`src/hw/rtl/sgau_pkg.sv`:
```
// Shared types, sizes and codes of the synchronous gradient averaging block.
// No dependencies; the top module and the divider refer to it by scoped names.
package sgau_pkg;

    localparam int MAX_ELEMENTS = 256;
    localparam int MAX_WORKERS  = 8;
    localparam int ITER_SLOTS   = 4;

    localparam int ELEM_W   = $clog2(MAX_ELEMENTS);
    localparam int WORKER_W = $clog2(MAX_WORKERS);
    localparam int SLOT_W   = $clog2(ITER_SLOTS);
    localparam int LEN_W    = 9;
    localparam int WCNT_W   = 4;
    localparam int ITER_W   = 31;
    localparam int VAL_W    = 32;
    localparam int SUM_W    = VAL_W + WORKER_W;
    localparam int CLR_W    = WORKER_W + ELEM_W;
    localparam int GRAD_AW  = SLOT_W + CLR_W;
    localparam int GRAD_DEPTH = ITER_SLOTS * MAX_WORKERS * MAX_ELEMENTS;

    typedef logic [SLOT_W-1:0]   slot_t;
    typedef logic [WORKER_W-1:0] worker_t;
    typedef logic [ELEM_W-1:0]   elem_t;

    localparam logic [1:0] REQ_LOAD   = 2'd0;
    localparam logic [1:0] REQ_SUBMIT = 2'd1;
    localparam logic [1:0] REQ_READ   = 2'd2;
    localparam logic [1:0] REQ_QUERY  = 2'd3;

    localparam logic [1:0] ERR_OK      = 2'd0;
    localparam logic [1:0] ERR_NO_SLOT = 2'd1;
    localparam logic [1:0] ERR_RANGE   = 2'd2;

    localparam logic CFG_WORKER_COUNT  = 1'b0;
    localparam logic CFG_VECTOR_LENGTH = 1'b1;

endpackage

```
`src/hw/rtl/sgau_div.sv`:
```
// Bit-serial signed divider: gradient sum over a 4-bit worker count, truncating.
// Depends on sgau_pkg.
module sgau_div (
    input  logic                             aclk,
    input  logic                             aresetn,
    input  logic                             start,
    input  logic signed [sgau_pkg::SUM_W-1:0] dividend,
    input  logic [sgau_pkg::WCNT_W-1:0]       divisor,
    output logic                             done,
    output logic signed [sgau_pkg::VAL_W-1:0] quotient
);

    localparam int CNT_W = $clog2(sgau_pkg::SUM_W);

    logic                          busy_reg, busy_next;
    logic                          done_reg, done_next;
    logic [CNT_W-1:0]              cnt_reg, cnt_next;
    logic [sgau_pkg::SUM_W-1:0]    work_reg, work_next;
    logic [sgau_pkg::WCNT_W-1:0]   rem_reg, rem_next;
    logic [sgau_pkg::WCNT_W-1:0]   d_reg, d_next;
    logic                          neg_reg, neg_next;
    logic [sgau_pkg::WCNT_W:0]     trial;
    logic [sgau_pkg::WCNT_W:0]     diff;
    logic [sgau_pkg::SUM_W-1:0]    signed_q;

    always_comb begin
        busy_next = busy_reg;
        done_next = 1'b0;
        cnt_next  = cnt_reg;
        work_next = work_reg;
        rem_next  = rem_reg;
        d_next    = d_reg;
        neg_next  = neg_reg;
        trial     = {rem_reg, work_reg[sgau_pkg::SUM_W-1]};
        diff      = trial - {1'b0, d_reg};
        if (start) begin
            busy_next = 1'b1;
            cnt_next  = '0;
            rem_next  = '0;
            d_next    = divisor;
            neg_next  = dividend[sgau_pkg::SUM_W-1];
            work_next = dividend[sgau_pkg::SUM_W-1] ? -dividend : dividend;
        end else if (busy_reg) begin
            // one quotient bit a cycle, restoring form
            if (trial >= {1'b0, d_reg}) begin
                rem_next  = diff[sgau_pkg::WCNT_W-1:0];
                work_next = {work_reg[sgau_pkg::SUM_W-2:0], 1'b1};
            end else begin
                rem_next  = trial[sgau_pkg::WCNT_W-1:0];
                work_next = {work_reg[sgau_pkg::SUM_W-2:0], 1'b0};
            end
            cnt_next = cnt_reg + 1'b1;
            if (cnt_reg == CNT_W'(sgau_pkg::SUM_W - 1)) begin
                busy_next = 1'b0;
                done_next = 1'b1;
            end
        end
    end

    always_ff @(posedge aclk) begin
        if (!aresetn) begin
            busy_reg <= 1'b0;
            done_reg <= 1'b0;
        end else begin
            busy_reg <= busy_next;
            done_reg <= done_next;
        end
        cnt_reg  <= cnt_next;
        work_reg <= work_next;
        rem_reg  <= rem_next;
        d_reg    <= d_next;
        neg_reg  <= neg_next;
    end

    assign signed_q = neg_reg ? -work_reg : work_reg;
    assign quotient = signed_q[sgau_pkg::VAL_W-1:0];
    assign done     = done_reg;

`ifndef SYNTH
    a_start_idle: assert property (@(posedge aclk) disable iff (!aresetn)
        start |-> !busy_reg)
        else $error("divider started while busy");
    a_done_after_busy: assert property (@(posedge aclk) disable iff (!aresetn)
        done_reg |-> $past(busy_reg))
        else $error("divider done without a run");
    a_rem_below_divisor: assert property (@(posedge aclk) disable iff (!aresetn)
        busy_reg && !start |-> rem_reg < d_reg)
        else $error("divider remainder out of range");
`endif

endmodule
```
`config.mk`:
```
export PLATFORM = sky130hd
export DESIGN_NAME = sgau_div
export DESIGN_NICKNAME = d
export VERILOG_FILES = /design/src/hw/rtl/sgau_pkg.sv /design/src/hw/rtl/sgau_div.sv
export SDC_FILE = /design/constraint.sdc
export NUM_CORES = 1
export LEC_CHECK = 0
export BUFFER_PORTS_ARGS = -buffer_cell sky130_fd_sc_hd__clkbuf_2
export CAP_MARGIN = 20
export CORE_UTILIZATION = 50
export CTS_BUF_LIST = sky130_fd_sc_hd__clkbuf_4
export CTS_CLUSTER_SIZE = 20
export DETAILED_ROUTE_END_ITERATION = 7
export GPL_ROUTABILITY_DRIVEN = 0
export PLACE_DENSITY = 0.71
export SLEW_MARGIN = 20
export SYNTH_ARGS = -nofsm -noshare
export SYNTH_HDL_FRONTEND = slang
export SYNTH_SLANG_ARGS = --single-unit
```
`constraint.sdc`:
```
create_clock -name aclk -period 4.33 [get_ports aclk]
set_clock_uncertainty 0.2 [all_clocks]
set_input_delay 0.6495 -clock aclk [delete_from_list [all_inputs] [get_ports aclk]]
set_output_delay 0.6495 -clock aclk [all_outputs]
set_load 0.05 [all_outputs]
```
# == After elaboration in Yosys (flattened, before gate mapping) ==
# Index checks and enable logic that the tools add are counted.
# classes
add_sub_neg,4
order_cmp,1
eq_ne,1
muxes,10
bitwise,2
reduce_logical,2
# op_table
operator,count
$mux 35,3
$neg 35->35,1
$mux 32,1
$neg 32->32,1
$add 6x1->6 const B,1
$eq 6x6->1 const B,1
$ge 5x4->1,1
$mux 1,5
$mux 4,1
$sub 4x4->4,1
$reduce_or 3->1,1
$not 1->1,2
$reduce_bool 2->1,1
# word_totals
reg_bits,52
in_bits,42
output_inout_bits,33
word_cells,27

# == Logic depth before layout (Yosys ltp) ==
# Gate-level depths: netlist (run 1).
# depth
ltp_word,4
depth_mapped,7
mapped_depth_nobuf,7

# == Least setup slack after synthesis (run 1) ==
# Ideal clock, no wire load.
# synth_path
path_kind,reg-to-output
startpoint,register work_reg[16] (netlist name)
endpoint,output quotient[23] (netlist name)
arrival_time_ps,2122
required_ps,3480
path_slack_ps,1358
path_stages_with_launch,5
n_path_buf,0
path_cell_list,edfxtp_1 -> or4_4 -> nor3_4 -> a41oi_1 -> xor2_1
# synth_between
elab_chain_len,2
# synth_rtl
element,line_no,rtl
start: declaration,sgau_div.sv:18,"logic [sgau_pkg::SUM_W-1:0] work_reg, work_next;"
start signal: assignment,sgau_div.sv:69,work_reg <= work_next;
$neg 32->32,sgau_div.sv:75,assign signed_q = neg_reg ? -work_reg : work_reg;
$mux 32,sgau_div.sv:75,
end: declaration,sgau_div.sv:10,output logic signed [sgau_pkg::VAL_W-1:0] quotient
# Every way passes these cells.

# == Worst setup path after layout (run 1) ==
# layout_path
startpoint,register work_reg[21] (netlist name)
endpoint,output quotient[30] (netlist name)
# The elaborated chain is that of the path after synthesis.

==> results of run 1 <==
[cells by family (layout without fill, tap and decap cells)]
| logic type | Yosys count | in the layout | share of synthesized area |
|---|---|---|---|
| xor+xnor | 66 | 66 | 0.153 |
| flops | 52 | 52 | 0.381 |
| fa+ha+maj | 9 | 9 | 0.0317 |
| mux | 2 | 2 | 0.00562 |
| simple gates | 134 | 134 | 0.213 |
| compound gates | 102 | 102 | 0.180 |
| buf+inv | 35 | 99 | 0.0357 |
[worst max-delay path by stage]
stage / end / slack [ns] / startpoint / cells after the start
after global routing: quotient[30] / 0.51 / work_reg[21] / 6
after global placement: quotient[31] / 1.20 / work_reg[20] / 6
after floorplan: quotient[23] / 1.36 / work_reg[16] / 4
after detailed placement: quotient[31] / 1.16 / work_reg[21] / 6
final: quotient[30] / 0.69 / work_reg[21] / 6
after CTS: quotient[30] / 0.73 / work_reg[21] / 6
[cell usage after synthesis (2+ instances only)]
master / count / area (um2)
a21oi_1: 34 / 170
a311oi_1: 2 / 17.5
clkbuf_1: 17 / 63.8
dfxtp_1: 12 / 240
edfxtp_1: 40 / 1200
ha_1: 8 / 100
inv_1: 16 / 60.1
nand2_1: 20 / 75.1
nand2b_1: 7 / 43.8
nand3_1: 3 / 15.0
nand3_2: 3 / 30.0
nand3b_1: 5 / 37.5
nand4_1: 4 / 25.0
nor2_1: 41 / 154
nor2b_1: 5 / 31.3
nor3_1: 11 / 55.1
nor4_1: 3 / 18.8
nor4_2: 3 / 37.5
nor4_4: 3 / 63.8
nor4b_1: 3 / 26.3
o211ai_1: 2 / 15.0
o21ai_0: 22 / 110
o21bai_1: 2 / 15.0
o31ai_1: 19 / 143
o41ai_1: 10 / 87.6
o41ai_2: 4 / 65.1
or2_2: 5 / 31.3
or3_1: 4 / 25.0
or4_1: 3 / 22.5
xnor2_1: 31 / 272
xor2_1: 35 / 307
[per-stage QoR]
step	setup slack [ns]	hold WS (ns)	cells	power (mW)	utilization
global placement	1.20	0.242	555	1.21	0.578
finish	0.687	0.237	563	1.44	0.586
floorplan	1.36	0.227	400	1.08	-
global route	0.511	0.216	563	1.52	0.586
detailed placement	1.16	0.245	555	1.22	0.578
CTS	0.732	0.223	563	1.45	0.586
[cell usage in the layout (no fill, tap or decap), types with 4 or more instances in the layout]
cell type  Yosys  final
xor2_1        35     35
nand2_1       20     20
a21oi_1       34     34
clkbuf_2       0     74
xnor2_1       31     31
nand4_1        4      4
ha_1           8      8
dfxtp_1       12     12
nand2b_1       7      7
o31ai_1       19     19
clkbuf_4       0      5
edfxtp_1      40     40
or2_2          5      5
nand3b_1       5      5
nor3_1        11     11
inv_1         16     16
nor2_1        41     41
or3_1          4      4
o41ai_1       10     10
o21ai_0       22     22
o41ai_2        4      4
nor2b_1        5      5
[area by class of cell]
class / count / area [um2]
Fill cell: 685 / 3020
Multi-Input combinational cell: 313 / 2210
Sequential cell: 52 / 1440
Timing Repair Buffer: 75 / 378
Tap cell: 99 / 124
Inverter: 16 / 60.1
Clock buffer: 5 / 37.5
Clock inverter: 3 / 21.3
[routing by layer]
layer | up-vias | global-route usage
met4 | 0 | 0.0606
met2 | 91 | 0.367
met5 | - | 0
met3 | 11 | 0.0286
li1 | 1591 | -
met1 | 1509 | 0.308
[power by group]
part | total, mW | leakage [nW] | internal (mW) | switching [mW]
registers | 0.669 | 0.490 | 0.601 | 0.0683
logic | 0.540 | 1.06 | 0.164 | 0.375
clock network | 0.231 | 0.0360 | 0.0658 | 0.165
[critical path: cells and delay by family, from the launching register on]
family | cells | cell delay (ns)
xor gates and xnor gates | 1 | 0.17
AOI/OAI and AO/OA | 1 | 0.23
DFF | 1 | 0.51
and+or+nand+nor | 3 | 1.20
buffers and inverters | 1 | 0.31
==> impl_metrics.py, run 1 <==
metrics = {
    "yosys": {
        "synth_nets": 451,
        "ys.flop_type": "edfxtp_1",
        "synth-warning-count": 0,
        "yosysUniqueCellTypes": 54,
        "synth-edff-count": 40,
        "syn_area_mm2": 0.00379,
        "avgSynthCellArea_um2": 9.47,
        "async_flop_share": 0,
        "ys_seq_area_frac": 0.381,
        "postSynthCellCount": 400,
        "yosys_register_bits": 52,
    },
    "floorplan": {
        "dieHeight_um": 89.0,
        "initial_core_util": 0.519,
        "die_x_um": 89.0,
        "coreArea_mm2": 0.00729,
        "num_io_pins": 75,
        "std_cell_rows": 31,
        "dieArea_mm2": 0.00793,
    },
    "setup_path": {
        "crit_path_max_incr_delay_ns": 0.51,
        "worstSetupEndpointType": "primary output",
        "r2r_cells": 7,
        "arrival_ns": 2.79,
        "worstSetupStartpointType": "register",
        "rr_endpoint": "rem_reg[1]",
        "cp.required_ns": 3.48,
        "crit_chain": "nor4_2 > nand2_1 > or4_1 > o21ai_0 > xnor2_1 > clkbuf_2",
        "path_max_fanout": 4,
        "crit_slowest_cell": "edfxtp_1",
        "rrSetupSlack_ns": 2.02,
        "critical_path_class": "register to primary output",
        "reg2reg_from": "d_reg[1]",
    },
    "sta": {
        "maxSlewViolCount": 0,
        "relSlewSlack": 0.305,
        "period_share": 0.841,
        "worst_slew_pin_slew_ns": 1.04,
        "setup_tns_ns": 0,
        "finalSetupViolations": 0,
        "max_freq_mhz": 275,
        "layout_min_cycle_time_ns": 3.64,
        "finalHoldViolCount": 0,
        "rsz0062_at_grt": "no",
    },
    "drt": {
        "detail_route.vias_per_cell": 5.69,
        "top_layer": "met4",
        "ant_nets": 0,
        "drt-met1-wl_um": 3950,
        "totalWireLength_um": 8450,
        "firstDrtPassIters": 5,
        "wl_met2_um": 4010,
        "drt_iter0_drc": 174,
        "route.met3.wl_um": 388,
        "drcViolationCount": 0,
        "avgRoutedWirePerCell_um": 15.0,
        "dr_total_vias": 3202,
    },
    "job": {
        "cap_violations": 0,
    },
    "cells_and_area": {
        "largest_reg_flops": 35,
        "design_area_mm2": 0.00427,
        "antenna_cells": 0,
        "drive_above_1_share": 0.235,
        "area_growth_pct": 12.8,
        "nets": 514,
    },
    "pwr": {
        "leakagePower_nw": 1.59,
        "pwr_density_cell_mw_per_mm2": 337,
        "peakVddDrop_mv": 0.139,
    },
    "global_routing": {
        "gr-total-overflow": 0,
        "grt_max_degree": 60,
        "grt_pass1_wl_um": 13600,
        "grtUsageTotal": 0.222,
        "grt_pass1_vias": 2872,
        "antenna_found_initial": 0,
    },
    "clocking": {
        "numCtsBuffers": 5,
        "clk_latency_ns": 0.38,
        "cts_hold_buf": 0,
        "clockRootBuffer": "clkbuf_4",
        "cts.sinks": 52,
        "tritoncts": "built",
        "cts_buffer_depth": 2,
        "cts_setup_buffers": 0,
        "clk_pin_slew_ns": 0.15,
        "cts_resized": 0,
        "htree_levels": 2,
    },
    "hold_path": {
        "hp-start": "divisor[0]",
        "holdPathStages": 1,
        "worst_hold_path_type": "primary input to register",
        "whs_endpoint": "d_reg[0]",
    },
    "placement": {
        "place_hpwl_um": 6230,
        "port_buffers": 74,
        "postPlaceCellArea_mm2": 0.00421,
    },
    "status": {
        "status": "finished clean",
    },
}
Note: power is estimated with default switching activity, not from simulation.
==> run 2, diff against run 1 <==
==> constraint.sdc (replaced) <==
create_clock -name aclk -period 3.55 [get_ports aclk]
set_clock_uncertainty 0.2 [all_clocks]
set_input_delay 0.5325 -clock aclk [delete_from_list [all_inputs] [get_ports aclk]]
set_output_delay 0.5325 -clock aclk [all_outputs]
set_load 0.05 [all_outputs]
==> run 2 against run 1 <==
Effect of this change:
- cell area grew 1.2%
- combinational power grew 24%
- clock power grew 27%
- final cell count grew 0.36%
- non-clock buffer count grew 2
- die area is the same
- total power grew 23%
- critical endpoint unchanged
- sequential cell count is the same
- sequential power grew 22%
- largest cell class unchanged
- critical path depth is the same
==> impl_metrics.py, run 2 (synthesized netlist as in run 1, its figures left out) <==
metrics = {
    "global_routing": {
        "grt_pass1_vias": 2904,
        "gr-total-overflow": 0,
        "grt_pass1_wl_um": 13400,
        "antenna_found_initial": 0,
        "grt_max_degree": 64,
        "grtUsageTotal": 0.217,
    },
    "setup_path": {
        "critical_path_class": "register to primary output",
        "crit_chain": "nor4_4 > nand2_1 > or4_1 > o21ai_0 > xnor2_1 > clkbuf_2",
        "worstSetupEndpointType": "primary output",
        "crit_slowest_cell": "edfxtp_1",
        "worstSetupStartpointType": "register",
        "r2r_cells": 7,
        "cp.required_ns": 2.82,
        "crit_path_max_incr_delay_ns": 0.52,
        "path_max_fanout": 4,
        "arrival_ns": 2.66,
        "rrSetupSlack_ns": 1.25,
    },
    "drt": {
        "firstDrtPassIters": 4,
        "dr_total_vias": 3217,
        "avgRoutedWirePerCell_um": 14.7,
        "ant_nets": 0,
        "totalWireLength_um": 8330,
        "detail_route.vias_per_cell": 5.69,
        "drcViolationCount": 0,
        "drt_iter0_drc": 169,
    },
    "clocking": {
        "clockRootBuffer": "clkbuf_4",
        "cts.sinks": 52,
        "numCtsBuffers": 5,
        "clk_latency_ns": 0.38,
        "htree_levels": 2,
        "cts_buffer_depth": 2,
        "tritoncts": "built",
        "clk_pin_slew_ns": 0.16,
    },
    "placement": {
        "pre_cts_ws_ns": 0.530,
        "port_buffers": 74,
        "place_hpwl_um": 6180,
        "placedCellCount": 556,
    },
    "cells_and_area": {
        "mostFrequentLayoutCells": "clkbuf_2, nor2_1, edfxtp_1, xor2_1, a21oi_1",
        "area_growth_pct": 14.1,
        "final_common_cell": "clkbuf_2",
        "antenna_cells": 0,
        "fin_cells": 565,
        "nets": 516,
        "nFillCells": 678,
        "largest_reg_flops": 35,
        "postLayoutCoreUtil": 0.593,
        "drive_above_1_share": 0.240,
    },
    "floorplan": {
        "num_io_pins": 75,
        "std_cell_rows": 31,
        "dieArea_mm2": 0.00793,
        "dieHeight_um": 89.0,
        "coreArea_mm2": 0.00729,
        "initial_core_util": 0.519,
        "die_x_um": 89.0,
    },
    "sta": {
        "layout_min_cycle_time_ns": 3.40,
        "maxSlewViolCount": 0,
        "setup_tns_ns": 0,
        "period_share": 0.957,
        "worst_slew_pin_slew_ns": 0.910,
        "finalWorstSetupSlack_ns": 0.153,
        "relSlewSlack": 0.394,
        "finalSetupViolations": 0,
        "finalHoldViolCount": 0,
        "rsz0062_at_grt": "no",
        "max_freq_mhz": 294,
    },
    "pwr": {
        "peakVddDrop_mv": 0.144,
        "pwr_density_cell_mw_per_mm2": 410,
        "power.total_mw": 1.77,
        "leakagePower_nw": 1.60,
    },
    "job": {
        "cap_violations": 0,
    },
    "status": {
        "status": "finished clean",
    },
    "hold_path": {
        "worst_hold_path_type": "primary input to register",
        "holdPathStages": 1,
    },
}
-- run 2: cell types whose count changed in the layout (fill, tap and decap cells not counted), sizes merged --
| cell | previous run | this run |
|---|---|---|
| buf | 1 | 4 |
| clkbuf | 79 | 78 |
| clkinv | 1 | 2 |
| inv | 18 | 17 |
-- run 2: path summary, 6_finish.rpt --
| kind | startpoint | to |
|---|---|---|
| max | work_reg[21] | quotient[30] |
| min | divisor[1] | d_reg[1] |
| max reg2reg | d_reg[1] | rem_reg[1] |
| min reg2reg | rem_reg[3] | rem_reg[3] |
-- run 2: cell type report --
class                           instances  area [um2]  share of cell area
Tap cell                               99         124              0.0287
Inverter                               16        60.1              0.0139
Sequential cell                        52        1440               0.333
Clock inverter                          3        26.3             0.00608
Clock buffer                            5        37.5             0.00868
Timing Repair Buffer                   77         393              0.0909
Multi-Input combinational cell        313        2240               0.518
-- run 2: metal layers --
layer	part of all wire	vias up	global-route usage
met2	0.49	91	0.373
li1	-	1613	-
met4	0.011	0	0.0620
met5	0	-	0
met1	0.45	1504	0.288
met3	0.046	9	0.0295
-- run 2: what timing repair did --
action	in CTS	in global routing
hold endpoints to repair	0	0
resized for setup	0	5
hold buffers	0	0
setup endpoints to repair	0	7
buffers inserted	0	1
-- run 2: worst max-delay path: cells and delay by family, from the launching register on --
kind / cells / cell delay, ns
flip-flops: 1 / 0.52
AO/OA/AOI/OAI: 1 / 0.21
XOR/XNOR: 1 / 0.18
buffers and inverters: 1 / 0.32
AND/OR/NAND/NOR: 3 / 1.04
-- run 2: where the power goes --
group / internal, mW / leakage [nW] / total, mW / switching (mW)
combinational: 0.203 / 1.08 / 0.667 / 0.464
sequential: 0.733 / 0.490 / 0.815 / 0.0815
clock: 0.0830 / 0.0358 / 0.293 / 0.210
total: 1.02 / 1.60 / 1.77 / 0.755
-- run 2: metrics by stage --
stage                     hold slack [ns]  area (um2)
after detailed placement            0.258        4220
after global placement              0.244        4220
after global routing               0.0831        4320
final                               0.114        4320
after CTS                          0.0942        4290
after floorplan                     0.227        3790
